$ cat config.mk
export PLATFORM = sky130hd
export DESIGN_NAME = weekly_alarm_register_planner_top
export DESIGN_NICKNAME = d
export VERILOG_FILES = /design/src/rtl/core/war_pkg.sv /design/src/rtl/core/war_prep.sv /design/src/rtl/core/war_dsel.sv /design/src/rtl/core/war_enc.sv /design/src/rtl/core/weekly_alarm_register_planner_top.sv
export SDC_FILE = /design/constraint.sdc
export NUM_CORES = 1
export LEC_CHECK = 0
export BUFFER_PORTS_ARGS = -buffer_cell sky130_fd_sc_hd__buf_2
export CAP_MARGIN = 20
export CORE_MARGIN = 2
export CORE_UTILIZATION = 35
export CTS_CLUSTER_DIAMETER = 60
export DETAILED_ROUTE_END_ITERATION = 16
export HOLD_SLACK_MARGIN = 0.03
export PLACE_DENSITY_LB_ADDON = 0.3
export SLEW_MARGIN = 20
export SYNTH_ARGS = -nofsm -noshare
export SYNTH_HDL_FRONTEND = slang
export SYNTH_SLANG_ARGS = --single-unit
$ cat constraint.sdc
create_clock -name clk -period 14.67 [get_ports clk]
set_input_delay 4.401 -clock clk [delete_from_list [all_inputs] [get_ports clk]]
set_output_delay 4.401 -clock clk [all_outputs]
set_load 0.005 [all_outputs]
$ cat src/rtl/core/war_pkg.sv
`default_nettype none
// ----------------------------------------------------------------------------
// war_pkg
// Shared types, register indexes and helper functions for the weekly alarm
// register planner.
// ----------------------------------------------------------------------------
package war_pkg;

  // configuration register indexes
  localparam logic [1:0] CFG_WEEKDAY_MASK = 2'd0;
  localparam logic [1:0] CFG_ALARM_HOUR   = 2'd1;
  localparam logic [1:0] CFG_ALARM_MINUTE = 2'd2;
  localparam logic [1:0] CFG_ALARM_ENABLE = 2'd3;

  // hour codes
  localparam logic [5:0] HOUR_MIDNIGHT = 6'h12;
  localparam logic [5:0] HOUR_NOON     = 6'h32;
  localparam logic [5:0] HOUR_PM_BASE  = 6'h20;
  localparam logic [7:0] RTC_NOON      = 8'h40;
  localparam logic [7:0] RTC_PM_FLAG   = 8'h20;
  localparam logic [7:0] BYTE_ENABLE   = 8'h01;

  localparam logic [2:0] DAY_SUNDAY = 3'd0;
  localparam logic [2:0] DAY_LAST   = 3'd6;

  // stage 1 word: time compare and mask flags
  typedef struct packed {
    logic [2:0] today;
    logic       passed;
    logic       multi;
  } war_s1_t;

  // stage 2 word: chosen first alarm day
  typedef struct packed {
    logic [2:0] first;
    logic       multi;
  } war_s2_t;

  // reverse the bit order of a byte
  function automatic logic [7:0] rev8(input logic [7:0] v);
    logic [7:0] r;
    for (int i = 0; i < 8; i++) begin
      r[i] = v[7-i];
    end
    return r;
  endfunction

  // 12-hour code to the rtc am/pm code
  function automatic logic [7:0] to_rtc_hour(input logic [5:0] h);
    logic [7:0] r;
    if (h == HOUR_MIDNIGHT) begin
      r = 8'h00;
    end else if (h == HOUR_NOON) begin
      r = RTC_NOON;
    end else if (h > HOUR_PM_BASE) begin
      r = {2'b00, h} + RTC_PM_FLAG;
    end else begin
      r = {2'b00, h};
    end
    return r;
  endfunction

  // hour code folded so that raw compares follow the clock
  function automatic logic [5:0] linear_hour(input logic [5:0] h);
    logic [5:0] r;
    if (h == HOUR_MIDNIGHT) begin
      r = 6'h00;
    end else if (h == HOUR_NOON) begin
      r = HOUR_MIDNIGHT;
    end else begin
      r = h;
    end
    return r;
  endfunction

  // next weekday, wrapping saturday to sunday
  function automatic logic [2:0] inc7(input logic [2:0] d);
    logic [2:0] r;
    if (d >= DAY_LAST) begin
      r = DAY_SUNDAY;
    end else begin
      r = d + 3'd1;
    end
    return r;
  endfunction

  // first selected day at or after start
  function automatic logic [2:0] next_day(input logic [6:0] days, input logic [2:0] start);
    logic [3:0] sum;
    logic [2:0] d;
    logic [2:0] r;
    r = start;
    for (int k = 6; k >= 0; k--) begin
      sum = {1'b0, start} + 4'(k);
      if (sum >= 4'd7) begin
        sum = sum - 4'd7;
      end
      d = sum[2:0];
      if (days[d]) begin
        r = d;
      end
    end
    return r;
  endfunction

endpackage
`default_nettype wire

$ cat src/rtl/core/war_prep.sv
`default_nettype none
// ----------------------------------------------------------------------------
// war_prep
// Stage 1: folds the weekday, compares current time against the alarm time
// and flags a mask with two or more days.
// ----------------------------------------------------------------------------
module war_prep (
  input  wire logic                 clk,
  input  wire logic                 rst_n,
  input  wire logic                 up_valid,
  output logic                      up_ready,
  input  wire logic [2:0]           cur_weekday,
  input  wire logic [5:0]           cur_hour,
  input  wire logic [6:0]           cur_minute,
  input  wire logic [6:0]           days,
  input  wire logic [5:0]           alarm_hour,
  input  wire logic [6:0]           alarm_minute,
  input  wire logic                 dn_ready,
  output logic                      s1_valid_r,
  output war_pkg::war_s1_t          s1_r
);
  import war_pkg::*;

  war_s1_t    s1_nxt;
  logic [5:0] cur_lin;
  logic [5:0] alm_lin;

  // time compare and day flags
  always_comb begin
    cur_lin        = linear_hour(cur_hour);
    alm_lin        = linear_hour(alarm_hour);
    s1_nxt.today   = (cur_weekday > DAY_LAST) ? DAY_SUNDAY : cur_weekday;
    s1_nxt.passed  = (cur_lin > alm_lin) ||
                     ((cur_lin == alm_lin) && (cur_minute >= alarm_minute));
    s1_nxt.multi   = ((days & (days - 7'd1)) != 7'd0);
  end

  assign up_ready = !s1_valid_r || dn_ready;

  // stage valid
  always_ff @(posedge clk) begin
    if (!rst_n) begin
      s1_valid_r <= 1'b0;
    end else if (up_ready) begin
      s1_valid_r <= up_valid;
    end
  end

  // stage word
  always_ff @(posedge clk) begin
    if (up_ready && up_valid) begin
      s1_r <= s1_nxt;
    end
  end

endmodule
`default_nettype wire

$ cat src/rtl/core/war_dsel.sv
`default_nettype none
// ----------------------------------------------------------------------------
// war_dsel
// Stage 2: picks the first alarm day, skipping today when the alarm time has
// been reached and more than one day is selected.
// ----------------------------------------------------------------------------
module war_dsel (
  input  wire logic                 clk,
  input  wire logic                 rst_n,
  input  wire logic                 up_valid,
  output logic                      up_ready,
  input  wire war_pkg::war_s1_t     s1,
  input  wire logic [6:0]           days,
  input  wire logic                 dn_ready,
  output logic                      s2_valid_r,
  output war_pkg::war_s2_t          s2_r
);
  import war_pkg::*;

  war_s2_t    s2_nxt;
  logic [2:0] day_today;
  logic [2:0] day_after;
  logic       skip;

  // both candidates searched side by side
  always_comb begin
    day_today    = next_day(days, s1.today);
    day_after    = next_day(days, inc7(s1.today));
    skip         = s1.multi && days[s1.today] && s1.passed;
    s2_nxt.first = skip ? day_after : day_today;
    s2_nxt.multi = s1.multi;
  end

  assign up_ready = !s2_valid_r || dn_ready;

  // stage valid
  always_ff @(posedge clk) begin
    if (!rst_n) begin
      s2_valid_r <= 1'b0;
    end else if (up_ready) begin
      s2_valid_r <= up_valid;
    end
  end

  // stage word
  always_ff @(posedge clk) begin
    if (up_ready && up_valid) begin
      s2_r <= s2_nxt;
    end
  end

endmodule
`default_nettype wire

$ cat src/rtl/core/war_enc.sv
`default_nettype none
// ----------------------------------------------------------------------------
// war_enc
// Stage 3: finds the second alarm day, builds the bit-reversed register
// bytes and holds the result word for the output channel.
// ----------------------------------------------------------------------------
module war_enc (
  input  wire logic                 clk,
  input  wire logic                 rst_n,
  input  wire logic                 up_valid,
  output logic                      up_ready,
  input  wire war_pkg::war_s2_t     s2,
  input  wire logic [7:0]           weekday_mask,
  input  wire logic [5:0]           alarm_hour,
  input  wire logic [6:0]           alarm_minute,
  input  wire logic                 alarm_enable,
  input  wire logic                 out_stall,
  output logic                      out_valid_r,
  output logic [7:0]                int1_day_r,
  output logic [7:0]                int1_hour_r,
  output logic [7:0]                int1_minute_r,
  output logic [7:0]                int2_day_r,
  output logic [7:0]                int2_hour_r,
  output logic [7:0]                int2_minute_r,
  output logic [7:0]                spare_r,
  output logic                      status_r
);
  import war_pkg::*;

  logic [6:0] days;
  logic [2:0] second;
  logic [7:0] hour_b;
  logic [7:0] min_b;
  logic [7:0] int1_day_nxt;
  logic [7:0] int1_hour_nxt;
  logic [7:0] int1_minute_nxt;
  logic [7:0] int2_day_nxt;
  logic [7:0] int2_hour_nxt;
  logic [7:0] int2_minute_nxt;
  logic [7:0] spare_nxt;
  logic       status_nxt;

  // byte encoding per mode
  always_comb begin
    days            = weekday_mask[6:0];
    second          = next_day(days, inc7(s2.first));
    hour_b          = rev8(to_rtc_hour(alarm_hour)) | BYTE_ENABLE;
    min_b           = rev8({1'b0, alarm_minute}) | BYTE_ENABLE;
    int1_day_nxt    = 8'h00;
    int1_hour_nxt   = 8'h00;
    int1_minute_nxt = 8'h00;
    int2_day_nxt    = 8'h00;
    int2_hour_nxt   = 8'h00;
    int2_minute_nxt = 8'h00;
    spare_nxt       = weekday_mask;
    status_nxt      = 1'b0;
    if (alarm_enable) begin
      if (days == 7'd0) begin
        spare_nxt  = 8'h00;
        status_nxt = 1'b1;
      end else begin
        int1_day_nxt    = rev8({5'd0, s2.first}) | BYTE_ENABLE;
        int1_hour_nxt   = hour_b;
        int1_minute_nxt = min_b;
        if (s2.multi) begin
          int2_day_nxt    = rev8({5'd0, second}) | BYTE_ENABLE;
          int2_hour_nxt   = hour_b;
          int2_minute_nxt = min_b;
        end
      end
    end
  end

  assign up_ready = !out_valid_r || !out_stall;

  // output valid
  always_ff @(posedge clk) begin
    if (!rst_n) begin
      out_valid_r <= 1'b0;
    end else if (up_ready) begin
      out_valid_r <= up_valid;
    end
  end

  // output word
  always_ff @(posedge clk) begin
    if (up_ready && up_valid) begin
      int1_day_r    <= int1_day_nxt;
      int1_hour_r   <= int1_hour_nxt;
      int1_minute_r <= int1_minute_nxt;
      int2_day_r    <= int2_day_nxt;
      int2_hour_r   <= int2_hour_nxt;
      int2_minute_r <= int2_minute_nxt;
      spare_r       <= spare_nxt;
      status_r      <= status_nxt;
    end
  end

endmodule
`default_nettype wire

$ cat src/rtl/core/weekly_alarm_register_planner_top.sv
`default_nettype none
// Throughput: one word per cycle while out_stall is low; an accepted input word
// reaches out_* through three register stages (time compare, first day pick,
// second day pick and byte encoding with the output register).
// in_stall rises only when every stage holds a word and out_stall is high.
// Reset (rst_n low, synchronous) empties the pipeline and loads the config
// registers with mask 0, hour code 0x12, minute 0 and alarm disabled.
// ----------------------------------------------------------------------------
// weekly_alarm_register_planner_top
// Plans the two rtc alarm register triples and the spare byte from the
// current weekday and time and the configured weekly alarm.
// ----------------------------------------------------------------------------
module weekly_alarm_register_planner_top (
  input  wire logic       clk,
  input  wire logic       rst_n,
  input  wire logic       cfg_we,
  input  wire logic [1:0] cfg_index,
  input  wire logic [7:0] cfg_wdata,
  input  wire logic       in_valid,
  output logic            in_stall,
  input  wire logic [2:0] in_current_weekday,
  input  wire logic [5:0] in_current_hour,
  input  wire logic [6:0] in_current_minute,
  output logic            out_valid,
  input  wire logic       out_stall,
  output logic [7:0]      out_int1_day_byte,
  output logic [7:0]      out_int1_hour_byte,
  output logic [7:0]      out_int1_minute_byte,
  output logic [7:0]      out_int2_day_byte,
  output logic [7:0]      out_int2_hour_byte,
  output logic [7:0]      out_int2_minute_byte,
  output logic [7:0]      out_spare_byte,
  output logic            out_status
);
  import war_pkg::*;

  logic [7:0] weekday_mask_r;
  logic [5:0] alarm_hour_r;
  logic [6:0] alarm_minute_r;
  logic       alarm_enable_r;

  logic       s1_ready;
  logic       s1_valid;
  war_s1_t    s1;
  logic       s2_ready;
  logic       s2_valid;
  war_s2_t    s2;
  logic       s3_ready;

  // configuration registers
  always_ff @(posedge clk) begin
    if (!rst_n) begin
      weekday_mask_r <= 8'h00;
      alarm_hour_r   <= HOUR_MIDNIGHT;
      alarm_minute_r <= 7'h00;
      alarm_enable_r <= 1'b0;
    end else if (cfg_we) begin
      case (cfg_index)
        CFG_WEEKDAY_MASK: weekday_mask_r <= cfg_wdata;
        CFG_ALARM_HOUR:   alarm_hour_r   <= cfg_wdata[5:0];
        CFG_ALARM_MINUTE: alarm_minute_r <= cfg_wdata[6:0];
        CFG_ALARM_ENABLE: alarm_enable_r <= cfg_wdata[0];
        default: ;
      endcase
    end
  end

  assign in_stall = !s1_ready;

  // stage 1: time compare
  war_prep u_prep (
    .clk          (clk),
    .rst_n        (rst_n),
    .up_valid     (in_valid),
    .up_ready     (s1_ready),
    .cur_weekday  (in_current_weekday),
    .cur_hour     (in_current_hour),
    .cur_minute   (in_current_minute),
    .days         (weekday_mask_r[6:0]),
    .alarm_hour   (alarm_hour_r),
    .alarm_minute (alarm_minute_r),
    .dn_ready     (s2_ready),
    .s1_valid_r   (s1_valid),
    .s1_r         (s1)
  );

  // stage 2: first day
  war_dsel u_dsel (
    .clk        (clk),
    .rst_n      (rst_n),
    .up_valid   (s1_valid),
    .up_ready   (s2_ready),
    .s1         (s1),
    .days       (weekday_mask_r[6:0]),
    .dn_ready   (s3_ready),
    .s2_valid_r (s2_valid),
    .s2_r       (s2)
  );

  // stage 3: second day, encoding, output register
  war_enc u_enc (
    .clk           (clk),
    .rst_n         (rst_n),
    .up_valid      (s2_valid),
    .up_ready      (s3_ready),
    .s2            (s2),
    .weekday_mask  (weekday_mask_r),
    .alarm_hour    (alarm_hour_r),
    .alarm_minute  (alarm_minute_r),
    .alarm_enable  (alarm_enable_r),
    .out_stall     (out_stall),
    .out_valid_r   (out_valid),
    .int1_day_r    (out_int1_day_byte),
    .int1_hour_r   (out_int1_hour_byte),
    .int1_minute_r (out_int1_minute_byte),
    .int2_day_r    (out_int2_day_byte),
    .int2_hour_r   (out_int2_hour_byte),
    .int2_minute_r (out_int2_minute_byte),
    .spare_r       (out_spare_byte),
    .status_r      (out_status)
  );

`ifndef SYNTHESIS
  // error word carries no alarm and no spare byte
  a_status_clears : assert property (@(posedge clk) disable iff (!rst_n)
    (out_valid && out_status) |-> (out_int1_day_byte == 8'h00 &&
      out_int2_day_byte == 8'h00 && out_spare_byte == 8'h00))
    else $error("status word carries alarm bytes");

  // second alarm only exists with a first alarm
  a_int2_needs_int1 : assert property (@(posedge clk) disable iff (!rst_n)
    (out_valid && out_int2_day_byte[0]) |-> out_int1_day_byte[0])
    else $error("int2 armed without int1");

  // an armed int1 triple has all three enable bits
  a_int1_triple : assert property (@(posedge clk) disable iff (!rst_n)
    (out_valid && out_int1_day_byte[0]) |->
      (out_int1_hour_byte[0] && out_int1_minute_byte[0]))
    else $error("int1 triple partly armed");

  // empty pipeline never stalls the input
  a_no_stall_empty : assert property (@(posedge clk) disable iff (!rst_n)
    (!out_valid && !s1_valid && !s2_valid) |-> !in_stall)
    else $error("input stalled with empty pipeline");
`endif

endmodule
`default_nettype wire

==> reports/qor.yml <==
status: "complete, no violations"
slew_violations: 0
synth_warnings: 0
ir_drop_mv: 0.06210
arrival_ns: 5.03
synth-seq-area-share_pct: 28.60
dr.pass1.iters: 5
async_flop_share_pct: 0
start_util_pct: 35.52
grt_busiest_layer: "met2"
drt_wl_total_mm: 19.51
grt_use_met3_pct: 2.378
rsz0062_at_grt: "false"
grt_pass1_wl_mm: 31.33
grtUsageMet1_pct: 24.13
start_kind: "input port"
ant_nets: 0
grt_max_degree: 46
required_ns: 10.27
clk_pin_slew_ns: 0.06
synthCells: 852
power_leakage_nw: 3.414
cts_buffer_depth: 2
htreeDepth: 3
portBuffers: 81
clkSinkCount: 79
place.gp.congestion: 0.8540
gr-usage-all-layers_pct: 17.39
hp-class: "flop to flop"
yosysTopAreaCellShare_pct: 21.85
synth_ff_type: "edfxtp_1"
fin_skew_ns: 0.01109
dp_hpwl_mm: 13.73
row_count: 53
via_per_inst: 5.443
final_area_mm2: 0.008252
drtIter0Drc: 541
clock_latency_ns: 0.34
dpl_cell_area_mm2: 0.007906
avgSynthCellArea_um2: 8.708
power.density_mw_per_mm2: 109.1
gr-total-overflow: 0
drive_gt1_share_pct: 18.37
io_pins: 90
cts_buffers: 9
fin_crit_ns: 9.435
met2_usage_pct: 28.85
vias: 6363
antenna_found_initial: 1
synth_cell_types: 82
worst-path-max-fanout: 3
yosys.area.top_type: "edfxtp_1"
cts_setup_buffers: 0
syn2layout_area_growth_pct: 11.21
die_h_um: 149.6
fin_total_pwr_mw: 0.9002
critical_path_class: "input port to primary output"
finalSetupViolCount: 0
drc_errors: 0
finalHoldViolCount: 0
ctsResizeCount: 0
nets: 960
synth_area_mm2: 0.007420
synth-seq-cells: 79
root_buffer: "clkbuf_16"
grt_pass1_vias: 6071
period_share_pct: 64.31
postCtsHoldBufs: 0
synth_enable_flop_cells: 54
synthTopCellsByArea: "edfxtp_1, mux2i_1, dfxtp_1"
cts_tree: "done"
fp.dieW_um: 149.6
coreArea_mm2: 0.02089
worstMarginPinSlew_ns: 1.100
dieArea_mm2: 0.02238
endpoint_kind: "primary output"
wl_per_cell_um: 16.69
n_fill_cell: 2119
max_freq_mhz: 106.0
timing.max_cap.violations: 0
slew-limit-headroom_pct: 26.58
finalSetupTns_ns: 0
worst max-delay path, cell delays in order:
cell and delay (ns):
buf_2 0.12, and3_1 0.20, and2_1 0.18, buf_2 0.13
cell usage after synthesis (all sizes together) (12+ instances only):
cell type and count:
xnor2 17, mux2 13, nand3 16, or2 12, inv 45, nor2 72
dfxtp 25, and3 12, clkbuf 38, mux2i 68, a21oi 43, nand2 64
a31oi 13, edfxtp 54, ha 40, nand2b 14, nor2b 48, o21ai 60
mux4 13, buf 35
per-stage QoR:
step                utilization, %  hold WS (ns)  setup WS (ns)  instances
floorplan                        -        0.4262          5.512        859
global placement             37.85        0.4296          5.241       1152
detailed placement           37.85        0.4430          5.238       1152
CTS                          39.49        0.4589          5.233       1168
global route                 39.50        0.4764          5.216       1169
finish                       39.50        0.4610          5.235       1169
state kept, by name (all words and copies together), names as in the netlist:
register             cells
u_enc.int2_minute_r      8
u_enc.spare_r            8
weekday_mask_r           8
alarm_minute_r           7
u_enc.int1_hour_r        7
u_enc.int1_minute_r      7
u_enc.int2_hour_r        7
alarm_hour_r             6
u_prep.s1_r              5
u_dsel.s2_r              4
u_enc.int1_day_r         4
u_enc.int2_day_r         3
alarm_enable_r           1
u_dsel.s2_valid_r        1
u_enc.out_valid_r        1
u_enc.status_r           1
u_prep.s1_valid_r        1
report_power, final:
group | switching, mW | internal [mW]
Sequential | 0.0103 | 0.246
Combinational | 0.225 | 0.163
Clock | 0.0947 | 0.161
metal layers:
metal | up-vias | share of wire, %
met3 | 17 | 3.9
met2 | 171 | 48
li1 | 3125 | -
met5 | - | 0
met1 | 3050 | 47
met4 | 0 | 1.5
layout by cell type, fill, tap and decap left out, types with 5 or more instances in the layout:
cell type  instances
clkbuf_16         10
o211ai_1          11
mux2_2            13
nand3b_1           6
nor3_1             9
a21o_1             7
buf_4             10
ha_1              40
nand2_1           64
or3_1              6
a32oi_1            6
a21boi_0           5
a21oi_1           42
dfxtp_1           25
nor2_1            70
or2_2              8
buf_2             81
and2_1             9
o21a_1             6
xnor2_1           13
mux4_2            13
nor2b_1           46
a22oi_1            5
o21ai_1            9
nand2b_1          14
edfxtp_1          54
o21ai_0           51
and3_1            12
mux2i_1           67
inv_1             44
a31oi_1           13
nand3_1           16
conb_1             8
nor3b_1            9
kinds of logic (layout without fill, tap and decap cells):
group,count (synthesis),after routing,share of synthesized area [%]
and+or+nand+nor,293,293,20.62
xor gates and xnor gates,21,21,2.884
muxes,94,94,15.14
other,1,9,0.05054
AOI/OAI and AO/OA,204,204,18.23
DFF,79,79,28.60
buffers and inverters,119,153,7.453
adders and majority gates,41,41,7.015
cell type report:
type | instances | area [um^2] | share of cell area [%]
clock buffers | 11 | 254.0 | 3.078
multi-input cells | 661 | 4787 | 58.01
flip-flops and latches | 79 | 2122 | 25.72
clock inverters | 5 | 88.84 | 1.077
well taps | 275 | 344.1 | 4.170
inverters | 46 | 172.7 | 2.093
repair buffers | 91 | 480.5 | 5.823
diodes | 1 | 2.502 | 0.03033
worst paths after layout:
kind	from	endpoint	slack (ns)	cells after the start
hold reg to reg	u_prep.s1_r[0]$_DFFE_PP_	u_dsel.s2_r[0]$_DFFE_PP_	0.46	0
hold / removal	u_prep.s1_r[0]$_DFFE_PP_	u_dsel.s2_r[0]$_DFFE_PP_	0.46	0
setup / recovery	out_stall	in_stall	5.24	4
setup reg to reg	u_prep.s1_r[4]$_SDFFCE_PN0P_	u_dsel.s2_r[2]$_DFFE_PP_	9.84	13
No activity file was read; power rests on OpenSTA's default activity.
